## src/rtl/msgid_pkg.sv

```systemverilog
`default_nettype none

package msgid_pkg;

    localparam int unsigned CHAR_W  = 8;
    localparam int unsigned LEN_W   = 10;
    localparam int unsigned CODE_W  = 3;

    localparam logic [LEN_W-1:0] COUNT_MAX   = 10'd1023;
    localparam logic [LEN_W-1:0] MAX_LEN_RST = 10'd250;

    // verdict codes
    localparam logic [CODE_W-1:0] ERR_OK        = 3'd0;
    localparam logic [CODE_W-1:0] ERR_NO_OPEN   = 3'd1;
    localparam logic [CODE_W-1:0] ERR_BAD_CHAR  = 3'd2;
    localparam logic [CODE_W-1:0] ERR_NO_CLOSE  = 3'd3;
    localparam logic [CODE_W-1:0] ERR_TRAIL_DOT = 3'd4;
    localparam logic [CODE_W-1:0] ERR_TOO_LONG  = 3'd5;
    localparam logic [CODE_W-1:0] ERR_GARBAGE   = 3'd6;

    // byte constants
    localparam logic [CHAR_W-1:0] CH_NUL   = 8'h00;
    localparam logic [CHAR_W-1:0] CH_LT    = 8'h3C;
    localparam logic [CHAR_W-1:0] CH_GT    = 8'h3E;
    localparam logic [CHAR_W-1:0] CH_DOT   = 8'h2E;
    localparam logic [CHAR_W-1:0] CH_SPACE = 8'h20;
    localparam logic [CHAR_W-1:0] CH_TAB   = 8'h09;
    localparam logic [CHAR_W-1:0] CH_CR    = 8'h0D;
    localparam logic [CHAR_W-1:0] CH_LF    = 8'h0A;

    typedef enum logic [1:0] {
        PH_SKIP,
        PH_BODY,
        PH_AFTER,
        PH_DONE
    } phase_t;

    typedef struct packed {
        logic [CHAR_W-1:0] char_in;
        logic              last;
    } msgid_in_t;

    typedef struct packed {
        logic              valid_res;
        logic [CODE_W-1:0] error_code;
        logic [LEN_W-1:0]  start_offset;
        logic [LEN_W-1:0]  id_length;
    } msgid_out_t;

    function automatic logic is_space(input logic [CHAR_W-1:0] c);
        return (c == CH_SPACE) || (c == CH_TAB) || (c == CH_CR) || (c == CH_LF);
    endfunction

endpackage

`default_nettype wire

```

## src/rtl/message_id_validator.sv

```systemverilog
`default_nettype none

// Channel   | Direction | Handshake            | Payload
// ----------+-----------+----------------------+--------------------------------------
// s_        | in        | s_valid / s_ready    | msgid_in_t : char_in, last
// m_        | out       | m_valid / m_ready    | msgid_out_t: valid_res, error_code,
//           |           |                      |              start_offset, id_length
// cfg_      | in        | cfg_valid/cfg_ready  | cfg_max_len (10 bits)
//
// Cycles: one byte beat per cycle while s_ready is high; a verdict appears on m_
//   in the cycle after the deciding beat is taken. The per-string scanner state and
//   the result register are the only pipeline stages.
// Reset: synchronous, active low; max_len returns to 250 and the scanner to
//   the leading-whitespace phase at offset zero.
// Stalls: s_ready drops only while a verdict sits in the result register and
//   m_ready is low; beats that give no verdict still need that slot free.
module message_id_validator #(
    parameter int LINE_BYTES = 1024
) (
    input  wire                                 aclk,
    input  wire                                 aresetn,

    input  wire                                 s_valid,
    output logic                                s_ready,
    input  wire  msgid_pkg::msgid_in_t          s_payload,

    output logic                                m_valid,
    input  wire                                 m_ready,
    output msgid_pkg::msgid_out_t               m_payload,

    input  wire                                 cfg_valid,
    output logic                                cfg_ready,
    input  wire  [msgid_pkg::LEN_W-1:0]         cfg_max_len
);
    import msgid_pkg::*;

    // saturation point of the byte position
    localparam logic [LEN_W-1:0] POS_MAX =
        LEN_W'((LINE_BYTES - 1 < 1023) ? LINE_BYTES - 1 : 1023);

    logic [LEN_W-1:0] max_len_reg;

    phase_t           phase_reg,   phase_next;
    logic [LEN_W-1:0] pos_reg,     pos_next;
    logic [LEN_W-1:0] start_reg,   start_next;
    logic [LEN_W-1:0] count_reg,   count_next;
    logic             dot_reg,     dot_next;

    logic             m_valid_reg;
    msgid_out_t       result_reg,  result_next;
    logic             emit;

    logic             s_accept;
    logic [LEN_W-1:0] pos_inc;
    logic [LEN_W-1:0] count_inc;
    logic [CHAR_W-1:0] c;
    logic             fin;

    assign cfg_ready = 1'b1;
    assign s_ready   = !m_valid_reg || m_ready;
    assign s_accept  = s_valid && s_ready;
    assign m_valid   = m_valid_reg;
    assign m_payload = result_reg;

    assign c         = s_payload.char_in;
    assign fin       = s_payload.last;
    assign pos_inc   = (pos_reg < POS_MAX) ? pos_reg + 1'b1 : pos_reg;
    assign count_inc = (count_reg < COUNT_MAX) ? count_reg + 1'b1 : count_reg;

    // Scanner: decide the next state and whether this beat gives the verdict.
    always_comb begin
        phase_next  = phase_reg;
        pos_next    = pos_inc;
        start_next  = start_reg;
        count_next  = count_reg;
        dot_next    = dot_reg;
        emit        = 1'b0;
        result_next = '{valid_res: 1'b0, error_code: ERR_OK,
                        start_offset: start_reg, id_length: count_reg};

        unique case (phase_reg)
            PH_SKIP: begin
                if (c != CH_NUL && is_space(c)) begin
                    // all whitespace: report the end of the string
                    if (fin) begin
                        emit = 1'b1;
                        result_next.error_code   = ERR_NO_OPEN;
                        result_next.start_offset = pos_inc;
                        result_next.id_length    = '0;
                    end
                end else if (c == CH_LT) begin
                    start_next = pos_reg;
                    count_next = 10'd1;
                    dot_next   = 1'b0;
                    phase_next = PH_BODY;
                    if (fin) begin
                        emit = 1'b1;
                        result_next.error_code   = ERR_NO_CLOSE;
                        result_next.start_offset = pos_reg;
                        result_next.id_length    = 10'd1;
                    end
                end else begin
                    emit = 1'b1;
                    result_next.error_code   = ERR_NO_OPEN;
                    result_next.start_offset = pos_reg;
                    result_next.id_length    = '0;
                end
            end
            PH_BODY: begin
                count_next            = count_inc;
                result_next.id_length = count_inc;
                if (c == CH_NUL) begin
                    emit = 1'b1;
                    result_next.error_code = ERR_NO_CLOSE;
                end else if (c == CH_GT) begin
                    // dot check wins over length, length over what follows
                    if (count_inc > 10'd3 && dot_reg) begin
                        emit = 1'b1;
                        result_next.error_code = ERR_TRAIL_DOT;
                    end else if (count_inc >= max_len_reg) begin
                        emit = 1'b1;
                        result_next.error_code = ERR_TOO_LONG;
                    end else if (fin) begin
                        emit = 1'b1;
                        result_next.error_code = ERR_OK;
                    end else begin
                        phase_next = PH_AFTER;
                    end
                end else if (c == CH_LT || is_space(c)) begin
                    emit = 1'b1;
                    result_next.error_code = ERR_BAD_CHAR;
                end else begin
                    dot_next = (c == CH_DOT);
                    if (fin) begin
                        emit = 1'b1;
                        result_next.error_code = ERR_NO_CLOSE;
                    end
                end
            end
            PH_AFTER: begin
                emit = 1'b1;
                result_next.error_code =
                    (c == CH_NUL || is_space(c)) ? ERR_OK : ERR_GARBAGE;
            end
            PH_DONE: begin
                // drop the rest of the string
            end
            default: begin
                phase_next = PH_DONE;
            end
        endcase

        result_next.valid_res = (result_next.error_code == ERR_OK);

        if (emit) begin
            phase_next = PH_DONE;
        end

        // last beat always restarts the scanner
        if (fin) begin
            phase_next = PH_SKIP;
            pos_next   = '0;
            start_next = '0;
            count_next = '0;
            dot_next   = 1'b0;
        end
    end

    // Configuration register
    always_ff @(posedge aclk) begin
        if (!aresetn) begin
            max_len_reg <= MAX_LEN_RST;
        end else if (cfg_valid && cfg_ready) begin
            max_len_reg <= cfg_max_len;
        end
    end

    // Scanner state: advance on every accepted beat
    always_ff @(posedge aclk) begin
        if (!aresetn) begin
            phase_reg <= PH_SKIP;
            pos_reg   <= '0;
            start_reg <= '0;
            count_reg <= '0;
            dot_reg   <= 1'b0;
        end else if (s_accept) begin
            phase_reg <= phase_next;
            pos_reg   <= pos_next;
            start_reg <= start_next;
            count_reg <= count_next;
            dot_reg   <= dot_next;
        end
    end

    // Result register: load on a deciding beat, hold until taken
    always_ff @(posedge aclk) begin
        if (!aresetn) begin
            m_valid_reg <= 1'b0;
        end else if (s_accept && emit) begin
            m_valid_reg <= 1'b1;
        end else if (m_ready) begin
            m_valid_reg <= 1'b0;
        end
    end

    always_ff @(posedge aclk) begin
        if (s_accept && emit) begin
            result_reg <= result_next;
        end
    end

    // A verdict only appears after a beat was taken
    assert property (@(posedge aclk) disable iff (!aresetn)
        $rose(m_valid) |-> $past(s_valid && s_ready))
        else $error("result appeared without an accepted beat");

    // valid_res and the ok code agree
    assert property (@(posedge aclk) disable iff (!aresetn)
        m_valid |-> (m_payload.valid_res == (m_payload.error_code == ERR_OK)))
        else $error("valid_res disagrees with error_code");

    // After a last beat the scanner is back at the start
    assert property (@(posedge aclk) disable iff (!aresetn)
        (s_accept && s_payload.last) |=> (phase_reg == PH_SKIP && pos_reg == '0))
        else $error("scanner not cleared after last beat");

    // Once decided, the string gives nothing more until its last beat
    assert property (@(posedge aclk) disable iff (!aresetn)
        (s_accept && phase_reg == PH_DONE && !s_payload.last)
            |=> (phase_reg == PH_DONE && !$rose(m_valid)))
        else $error("second verdict within one string");

    // Position stays within its saturation bound
    assert property (@(posedge aclk) disable iff (!aresetn)
        pos_reg <= POS_MAX)
        else $error("position exceeded its bound");

endmodule

`default_nettype wire

```

## config.mk

```make
export PLATFORM = sky130hd
export DESIGN_NAME = message_id_validator
export DESIGN_NICKNAME = d
export VERILOG_FILES = /design/src/rtl/msgid_pkg.sv /design/src/rtl/message_id_validator.sv
export SDC_FILE = /design/constraint.sdc
export NUM_CORES = 1
export LEC_CHECK = 0
export BUFFER_PORTS_ARGS = -buffer_cell sky130_fd_sc_hd__buf_2
export CORE_MARGIN = 3
export CORE_UTILIZATION = 56
export DETAILED_ROUTE_END_ITERATION = 10
export GPL_TIMING_DRIVEN = 0
export PLACE_DENSITY = 0.74
export SETUP_SLACK_MARGIN = 0.2
export SLEW_MARGIN = 20
export SYNTH_ARGS = -nofsm -noshare
export SYNTH_HDL_FRONTEND = slang
export SYNTH_SLANG_ARGS = --single-unit
```

## constraint.sdc

```tcl
create_clock -name aclk -period 6.3 [get_ports aclk]
set_input_delay 1.26 -clock aclk [delete_from_list [all_inputs] [get_ports aclk]]
set_output_delay 1.26 -clock aclk [all_outputs]
set_load 0.03 [all_outputs]
```

==> results of run 1 <==
metrics by stage:
step                cells  power [mW]  worst slack, ns  hold WS, ns  instance area [µm²]
floorplan             487       0.620             2.00        0.456                 4010
global placement      630       0.669             1.39        0.470                 4360
detailed placement    631       0.676             1.95        0.482                 4380
CTS                   647        1.04             1.87        0.495                 4580
global route          647        1.08             1.53        0.529                 4580
finish                647        1.04             1.72        0.494                 4580
worst max-delay path: cells and delay by family (launching register included):
family          cells  cell delay (ns)
fa+ha+maj           3             1.01
xor+xnor            1             0.25
simple gates        4             0.91
buf+inv             1             0.19
compound gates      4             1.45
mux                 1             0.22
flops               1             0.46
kinds of logic after synthesis:
family / synth area share, %
adders and majority gates: 3.68
AOI/OAI and AO/OA: 21.7
other: 0.0935
and+or+nand+nor: 25.6
DFF: 39.9
muxes: 2.50
xor gates and xnor gates: 0.219
buffers and inverters: 6.27
power by group through the flow:
stage | registers, mW | clock network, mW | logic, mW
after global placement | 0.500 | 0 | 0.170
after detailed placement | 0.499 | 0 | 0.176
after floorplan | 0.536 | 0 | 0.0836
final | 0.489 | 0.372 | 0.178
after CTS | 0.489 | 0.373 | 0.177
after global routing | 0.492 | 0.392 | 0.194
routing by layer:
metal  vias up  part of all wire [%]  track usage (%)  routed length (µm)
met3        10                   8.6             4.00                 843
met4         0                   1.0             8.16                  98
met5         -                     0                0                   0
met2       187                    41             33.9                4010
li1       1874                     -                -                   -
met1      1693                    50             37.9                4880
cell usage after synthesis, drive strengths merged, types with 3 or more instances:
cell type	number
nand4	7
o31ai	3
inv	23
mux2i	10
o2111ai	3
nor2b	25
nor2	29
nor4	3
a21oi	46
and2	7
and3b	3
a21boi	3
dfxtp	44
a31oi	5
nand2	49
edfxtp	24
and4	6
a22oi	3
o211ai	7
nand2b	6
o21ai	52
nand3	13
nor3b	12
buf	9
ha	11
and3	5
or3	3
clkbuf	28
a211oi	3
nor3	20
worst min-delay path by stage:
stage,cells past startpoint,to,start
global route,2,max_len_reg[3]$_SDFFE_PN1P_,max_len_reg[3]$_SDFFE_PN1P_
CTS,2,dot_reg$_SDFFE_PN0P_,dot_reg$_SDFFE_PN0P_
global placement,2,dot_reg$_SDFFE_PN0P_,dot_reg$_SDFFE_PN0P_
finish,2,dot_reg$_SDFFE_PN0P_,dot_reg$_SDFFE_PN0P_
floorplan,2,dot_reg$_SDFFE_PN0P_,dot_reg$_SDFFE_PN0P_
detailed placement,2,max_len_reg[3]$_SDFFE_PN1P_,max_len_reg[3]$_SDFFE_PN1P_
final cells by class:
class	instances	area, µm²
Tap cell	96	120
Multi-Input combinational cell	359	2160
Sequential cell	68	1600
Clock inverter	7	73.8
Buffer	37	165
Clock buffer	9	124
Timing Repair Buffer	48	246
Fill cell	597	2290
Inverter	23	86.3
placed cells by master, fill, tap and decap left out, drive strengths merged, types with 10 or more instances in the layout:
| cell | netlist | final |
|---|---|---|
| dfxtp | 44 | 44 |
| clkbuf | 28 | 37 |
| inv | 23 | 25 |
| edfxtp | 24 | 24 |
| nor2b | 25 | 25 |
| mux2i | 10 | 10 |
| o21ai | 52 | 52 |
| nor3b | 12 | 12 |
| nor3 | 20 | 20 |
| a21oi | 46 | 46 |
| nand2 | 49 | 49 |
| buf | 9 | 57 |
| nand3 | 13 | 13 |
| nor2 | 29 | 29 |
| ha | 11 | 11 |
==> metrics.txt, run 1 <==
status=completed; Final Core Density=between 60 and 70%; mean area per synthesized cell=8.23 µm²; layout cell share with drive strength beyond 1=14.7%; final antenna-violating net count=0; crit end category=register; # resized after CTS=0; Pre-antenna DRT Iters=5; synthesis-stage register bit count=68; depth of the worst register-to-register path=14; first-pass GRT wire length=roughly 16 mm; CTS H-Tree Depth=3; CP startpoint kind=register; peak supply drop=0.123 mV; ANT cells=0; number of global-route vias before repair=between 3000 and 4000; initial antenna violation count=0; combinational power share=17.2%; hpwl dp=7.13 mm; vias=3764; R2R setup slack=1.72 ns; Top FF cell, synth=dfxtp_1; unrepaired setup endpoints after global routing=no; Clock Path Buffers=2; final WL=9.83 mm; clock-pin slew on the worst setup and hold paths=0.08 ns; Hold Path Class=reg -> reg; origin of the worst setup path=count_reg[1]$_SDFFE_PN0P_; Cell Area, Synth=4010 µm²; IO Pins=between 50 and 60; Synth top area share=22.0%; die area=between 8000 and 9000 µm²; worst-margin pin slew=between 0.8 and 0.9 ns; critical path required time=between 6 and 7 ns; vias per cell=5.82; CP max stage cell=dfxtp_1; Max Clk Rate=218 MHz; clock latency on the worst-skew pair=0.35 ns; # hold bufs at CTS=0; TritonCTS buffer count=9; largest net degree at the start of global routing=16; Mapped Cells=487; Worst R2R End=phase_reg[0]$_SDFFE_PN0P_; area of the core=6870 µm²; CP Data Arrival Time=~4.9 ns; ys async rst share=0%; Yosys Warn Count=0; Psw=0.321 mW; Switching Fraction=a little under a third; Die Y-Extent=90.6 µm; # port buffers=47; max_cap viols=0; PwrDens=227 nW/µm²; Slew Limit Fails=0; TritonCTS clock tree=done; Clock Power Share=35.8%; worst setup path endpoint=phase_reg[0]$_SDFFE_PN0P_; Critical R2R Launch=count_reg[1]$_SDFFE_PN0P_; register share of total power=47.1%; most used cell, CP=ha_1; Worst slew margin=44.7%; Final setup violation count=0; total global-route track usage=24.3%; clock root buffer=clkbuf_8; Initial Util=58.4%; Mapped Nets=522; final net count=around 580; crit-path max FO=15; Fin. Hold Viols=0; period utilisation layout=72.8%; CP peak stage delay=0.46 ns; setup TNS=0 ns; cell-internal power=0.718 mW; Placer Congestion=0.918; TritonCTS Sinks=68; Post-CTS Setup Bufs=0; Final min period=4.58 ns; routed length per instance=around 15 µm; Worst Skew=0.0104 ns; standard-cell rows=30; WS Path Type=reg -> reg; Area Growth Syn to Fin=14.3%; Die X=between 90 and 100 µm; Leakage Power=1.82 nW; Post-synth EDFFs=24; 1st-iter DRT viols=260; synth unique cells=57; # DRC=0; Largest register FFs=24; Yosys top cell by area=dfxtp_1; worst-path cell chain=ha_1 > nand3_1 > or3_1 > clkbuf_1 > xnor2_1 > ha_1 > nand2b_1 > a2111oi_0 > nor3_1 > maj3_1 > a211oi_2 > a211oi_4 > a31oi_1 > mux2i_1; register area share after synthesis=approximately 40%; synth top area cells=dfxtp_1 (22%), edfxtp_1 (18%), o21ai_0 (6.4%); global route overflow=0
No activity file was read; power rests on OpenSTA's default activity.
==> inputs of run 2 (changes only) <==
- CORE_UTILIZATION: 56 -> 53
- PLACE_DENSITY: 0.74 -> 0.73
- clock period: 6.3 -> 4.1 ns (I/O delays scaled with it)
==> metrics.txt, run 2 (synthesized netlist as in run 1, its figures left out) <==
WS Path Type=reg -> reg; clock latency on the worst-skew pair=0.35 ns; TritonCTS Sinks=68; # hold bufs at CTS=0; Clock Power Share=a little over a third; global route overflow=0; crit end category=register; dpl cells=634; 1st-iter DRT viols=406; layout cell share with drive strength beyond 1=17.7%; Pre-antenna DRT Iters=5; largest net degree at the start of global routing=15; FILL cells=651; Tot Pwr=1.63 mW; CP startpoint kind=register; Leakage Power=~1.8 nW; Final min period=approximately 3.7 ns; peak supply drop=about 0.16 mV; cell-internal power=1.12 mW; CP max stage cell=or3_1; Placer Congestion=0.934; Worst Skew=0.00841 ns; Fin. Hold Viols=0; hpwl dp=6.93 mm; Die Y-Extent=93.0 µm; Area Growth Syn to Fin=17.3%; period utilisation layout=91.2%; area of the core=7290 µm²; CTS H-Tree Depth=3; CP Buf/Inv Count=3; standard-cell rows=31; final WL=9.83 mm; non-filler cells in the finished layout=between 600 and 700; first-pass GRT wire length=15.8 mm; max_cap viols=0; unrepaired setup endpoints after global routing=no; critical path required time=4.34 ns; TritonCTS buffer count=9; worst-path cell chain=clkbuf_4 > nand3_1 > or3_1 > buf_2 > xnor2_2 > ha_1 > nand2b_1 > a2111oi_4 > nor3_1 > maj3_2 > a211oi_4 > buf_4 > a311o_1 > a31oi_2 > mux2i_1; Final setup violation count=0; ANT cells=0; final antenna-violating net count=0; Switching Fraction=a little under a third; Clock Path Buffers=2; CP Data Arrival Time=3.98 ns; PwrDens=approximately 350 nW/µm²; status=completed; register share of total power=46.2%; setup TNS=0 ns; # DRC=0; crit-path max FO=10; worst-margin pin slew=0.749 ns; commonest non-fill, non-tap cell in the layout=buf_2; vias=3837; final net count=584; clock root buffer=clkbuf_8; Die X=93.0 µm; Max Clk Rate=267 MHz; number of global-route vias before repair=3225; Initial Util=55.0%; # port buffers=47; routed length per instance=15.1 µm; IO Pins=51; TritonCTS clock tree=done; clock-pin slew on the worst setup and hold paths=~0.090 ns; Largest register FFs=24; Hold Path Class=reg -> reg; CP peak stage delay=0.40 ns; Final Core Density=around 64%; combinational power share=roughly 18%; die area=8640 µm²; most frequent cells in the layout=buf_2 (54), o21ai_0 (51), nand2_1 (49), a21oi_1 (46), dfxtp_1 (42); total global-route track usage=22.9%; vias per cell=5.88; CP top delay family=compound AO/OA/AOI/OAI gates; initial antenna violation count=0; Slew Limit Fails=0; Psw=0.508 mW; Worst slew margin=49.8%
-- run 2: changes by cell type in the layout (fill, tap and decap cells not counted), sizes merged --
cell      previous run  this run
clkinv               4         0
clkbuf              37        36
clkinvlp             0         2
inv                 25        27
buf                 57        61
-- run 2: power groups by stage --
stage          registers (mW)  logic [mW]  clock network (mW)
2_1_floorplan           0.823       0.130                   0
3_3_place_gp            0.767       0.263                   0
3_5_place_dp            0.767       0.270                   0
4_1_cts                 0.752       0.279               0.598
5_1_grt                 0.755       0.312               0.624
6_report                0.751       0.289               0.587
-- run 2: layer usage --
metal  track usage (%)  vias to the layer above  part of all wire [%]
met5                 0                        -                     0
met4              6.72                        0                   1.3
met3              4.51                       15                   7.8
met2              32.1                      185                    41
met1              35.4                     1747                    50
li1                  -                     1890                     -
-- run 2: layout make-up --
cell class                      instances  area (µm²)  share of cell area (%)
Multi-Input combinational cell        359        2240                    47.6
Clock inverter                          7        82.6                    1.76
Timing Repair Buffer                   51         269                    5.72
Tap cell                               99         124                    2.63
Sequential cell                        68        1610                    34.2
Inverter                               23        86.3                    1.84
Clock buffer                            9         124                    2.63
Buffer                                 37         171                    3.64
-- run 2: through the flow --
stage                     hold WS (ns)  setup slack, ns  area (µm²)
after floorplan                  0.456            0.296        4020
after global placement           0.472           -0.318        4380
after detailed placement         0.486           -0.265        4390
after CTS                        0.501            0.211        4660
after global routing             0.533            0.215        4700
final                            0.495            0.360        4700
-- run 2: timing repair --
action,CTS,global route
endpoints found under the setup margin,29,28
buffers inserted,3,0
resized for setup,11,12
pin swaps,2,2
-- run 2: worst reg2reg max path, delay by kind of cell (launching register included) --
family	cells	cell delay (ns)
AO/OA/AOI/OAI	4	0.97
AND/OR/NAND/NOR	4	0.83
adder cells (fa/ha/maj)	2	0.59
buffers and inverters	3	0.58
flip-flops	1	0.34
XOR/XNOR	1	0.19
multiplexers	1	0.15
-- run 2: path summary, 6_finish.rpt --
path | startpoint | endpoint | slack, ns | depth (start not counted)
worst min-delay path | max_len_reg[1]$_SDFFE_PN1P_ | max_len_reg[1]$_SDFFE_PN1P_ | 0.50 | 2
worst max-delay path | count_reg[4]$_SDFFE_PN0P_ | phase_reg[0]$_SDFFE_PN0P_ | 0.36 | 15
worst min register to register | max_len_reg[1]$_SDFFE_PN1P_ | max_len_reg[1]$_SDFFE_PN1P_ | 0.50 | 2
worst max register to register | count_reg[4]$_SDFFE_PN0P_ | phase_reg[0]$_SDFFE_PN0P_ | 0.36 | 15
==> inputs of run 3 (changes only) <==
- CORE_UTILIZATION: 53 -> 56
- PLACE_DENSITY: 0.73 -> 0.74
- clock period: 4.1 -> 4.4 ns (I/O delays scaled with it)
==> metrics.txt, run 3 (synthesized netlist as in run 1, its figures left out) <==
status=completed; Tot Pwr=1.50 mW; critical path required time=4.65 ns; total global-route track usage=24.6%; most frequent cells in the layout=buf_2 (53), o21ai_0 (51), nand2_1 (49), a21oi_1 (46), dfxtp_1 (43); global route overflow=0; TritonCTS clock tree=done; Largest register FFs=24; final WL=9.94 mm; worst hold slack=0.498 ns; CP startpoint kind=register; Clock Path Buffers=2; standard-cell rows=30; origin of the worst setup path=count_reg[4]$_SDFFE_PN0P_; hpwl dp=7.13 mm; number of global-route vias before repair=3409; 1st-iter DRT viols=321; die area=a little over 8000 µm²; area of the core=6870 µm²; Psw=approximately 0.47 mW; hold_sp=dot_reg$_SDFFE_PN0P_; Max Clk Rate=between 200 and 250 MHz; Area Growth Syn to Fin=16.4%; Finished Cell Area=4670 µm²; vias=3817; CP peak stage delay=0.43 ns; crit-path max FO=10; clock latency on the worst-skew pair=0.36 ns; Clock Power Share=35.7%; CP Buf/Inv Count=3; worst-path cell chain=clkbuf_2 > nand3_1 > or3_1 > clkbuf_1 > xnor2_2 > ha_1 > nand2b_1 > a2111oi_1 > nor3_1 > maj3_1 > a211oi_4 > buf_4 > a311o_1 > a31oi_2 > mux2i_1; first-pass GRT wire length=16.5 mm; Final setup violation count=0; TritonCTS Sinks=68; Setup WS post-layout=roughly 0.4 ns; Leakage Power=1.85 nW; clock root buffer=clkbuf_8; Final min period=4.00 ns; non-filler cells in the finished layout=652; Initial Util=about three fifths; Placer Congestion=0.918; # hold bufs at CTS=0; WS Path Type=reg -> reg; Placement Setup Slack=0.0514 ns; Slew Limit Fails=0; crit end category=register; Switching Fraction=31.1%; Worst slew margin=47.3%; Die X=90.6 µm; # DRC=0; initial antenna violation count=0; worst-margin pin slew=0.785 ns; peak supply drop=0.177 mV; Hold Path Class=reg -> reg; met1 usage=38.2%; CP top delay family=compound AO/OA/AOI/OAI gates; CTS H-Tree Depth=3; period utilisation layout=about nine tenths; Worst Skew=0.0122 ns; met3 Use GR=4.17%; met2 GRT Util=34.4%; Critical R2R Launch=count_reg[4]$_SDFFE_PN0P_; max_cap viols=0; routed length per instance=roughly 15 µm; Post-DP Area=4380 µm²; GRT busiest layer=met1; clock-pin slew on the worst setup and hold paths=0.08 ns; final net count=slightly below 600; layout cell share with drive strength beyond 1=16.9%; commonest non-fill, non-tap cell in the layout=buf_2; combinational power share=between 10% and 20%; CP max stage cell=a2111oi_1; dpl cells=631; unrepaired setup endpoints after global routing=no; largest net degree at the start of global routing=14; IO Pins=between 50 and 60; ANT cells=0; final antenna-violating net count=0; Fin. Hold Viols=0; Die Y-Extent=90.6 µm; Pre-antenna DRT Iters=5; register share of total power=46.6%; # port buffers=47; PwrDens=322 nW/µm²; cell-internal power=just over 1 mW; CP Data Arrival Time=4.25 ns; vias per cell=5.85; TritonCTS buffer count=9
==> run 3: cell count changes in the layout (fill, tap and decap cells not counted), sizes merged <==
cell	change
clkinv	+4
clkbuf	+1
clkinvlp	-2
buf	+1
inv	-2
==> run 3: worst register-to-register path: cells and delay by family, from the launching register on <==
kind | cells | cell delay (ns)
mux | 1 | 0.14
xor+xnor | 1 | 0.19
simple gates | 4 | 0.82
buf+inv | 3 | 0.62
flops | 1 | 0.36
fa+ha+maj | 2 | 0.71
compound gates | 4 | 1.05
==> run 3: stage by stage <==
step	TNS (ns)	util (%)
3_5_place_dp	0	63.8
6_report	0	67.9
2_1_floorplan	0	-
3_3_place_gp	-8.19	63.5
4_1_cts	0	67.4
5_1_grt	0	67.9
==> run 3: cell type report <==
class,instances,area [µm²]
inverter,23,86.3
buffer,37,168
clock buffer,9,124
clock inverter,7,73.8
fill,585,2200
sequential,68,1600
timing repair buffer,53,284
tap,96,120
multi-input combinational,359,2210
==> run 3: final timing paths <==
check | end | slack [ns] | depth (start not counted)
setup / recovery | phase_reg[0]$_SDFFE_PN0P_ | 0.40 | 15
hold / removal | dot_reg$_SDFFE_PN0P_ | 0.50 | 2
setup reg to reg | phase_reg[0]$_SDFFE_PN0P_ | 0.40 | 15
hold reg to reg | dot_reg$_SDFFE_PN0P_ | 0.50 | 2
==> run 3: what timing repair did <==
action,in CTS,in global routing
endpoints found under the setup margin,14,26
cloned,0,0
gates resized for setup,4,9
setup buffers,4,1
pin swaps,2,1
==> run 3: per-layer routing <==
metal | up-vias | part of all wire (%)
met2 | 200 | 41
li1 | 1891 | -
met1 | 1708 | 50
met5 | - | 0
met3 | 18 | 8.0
met4 | 0 | 1.4
==> run 3: power by group through the flow <==
stage / clock network (mW) / logic (mW) / registers (mW)
6_report: 0.536 / 0.265 / 0.700
5_1_grt: 0.561 / 0.288 / 0.705
4_1_cts: 0.535 / 0.260 / 0.700
3_5_place_dp: 0 / 0.252 / 0.715
3_3_place_gp: 0 / 0.243 / 0.716
2_1_floorplan: 0 / 0.120 / 0.768
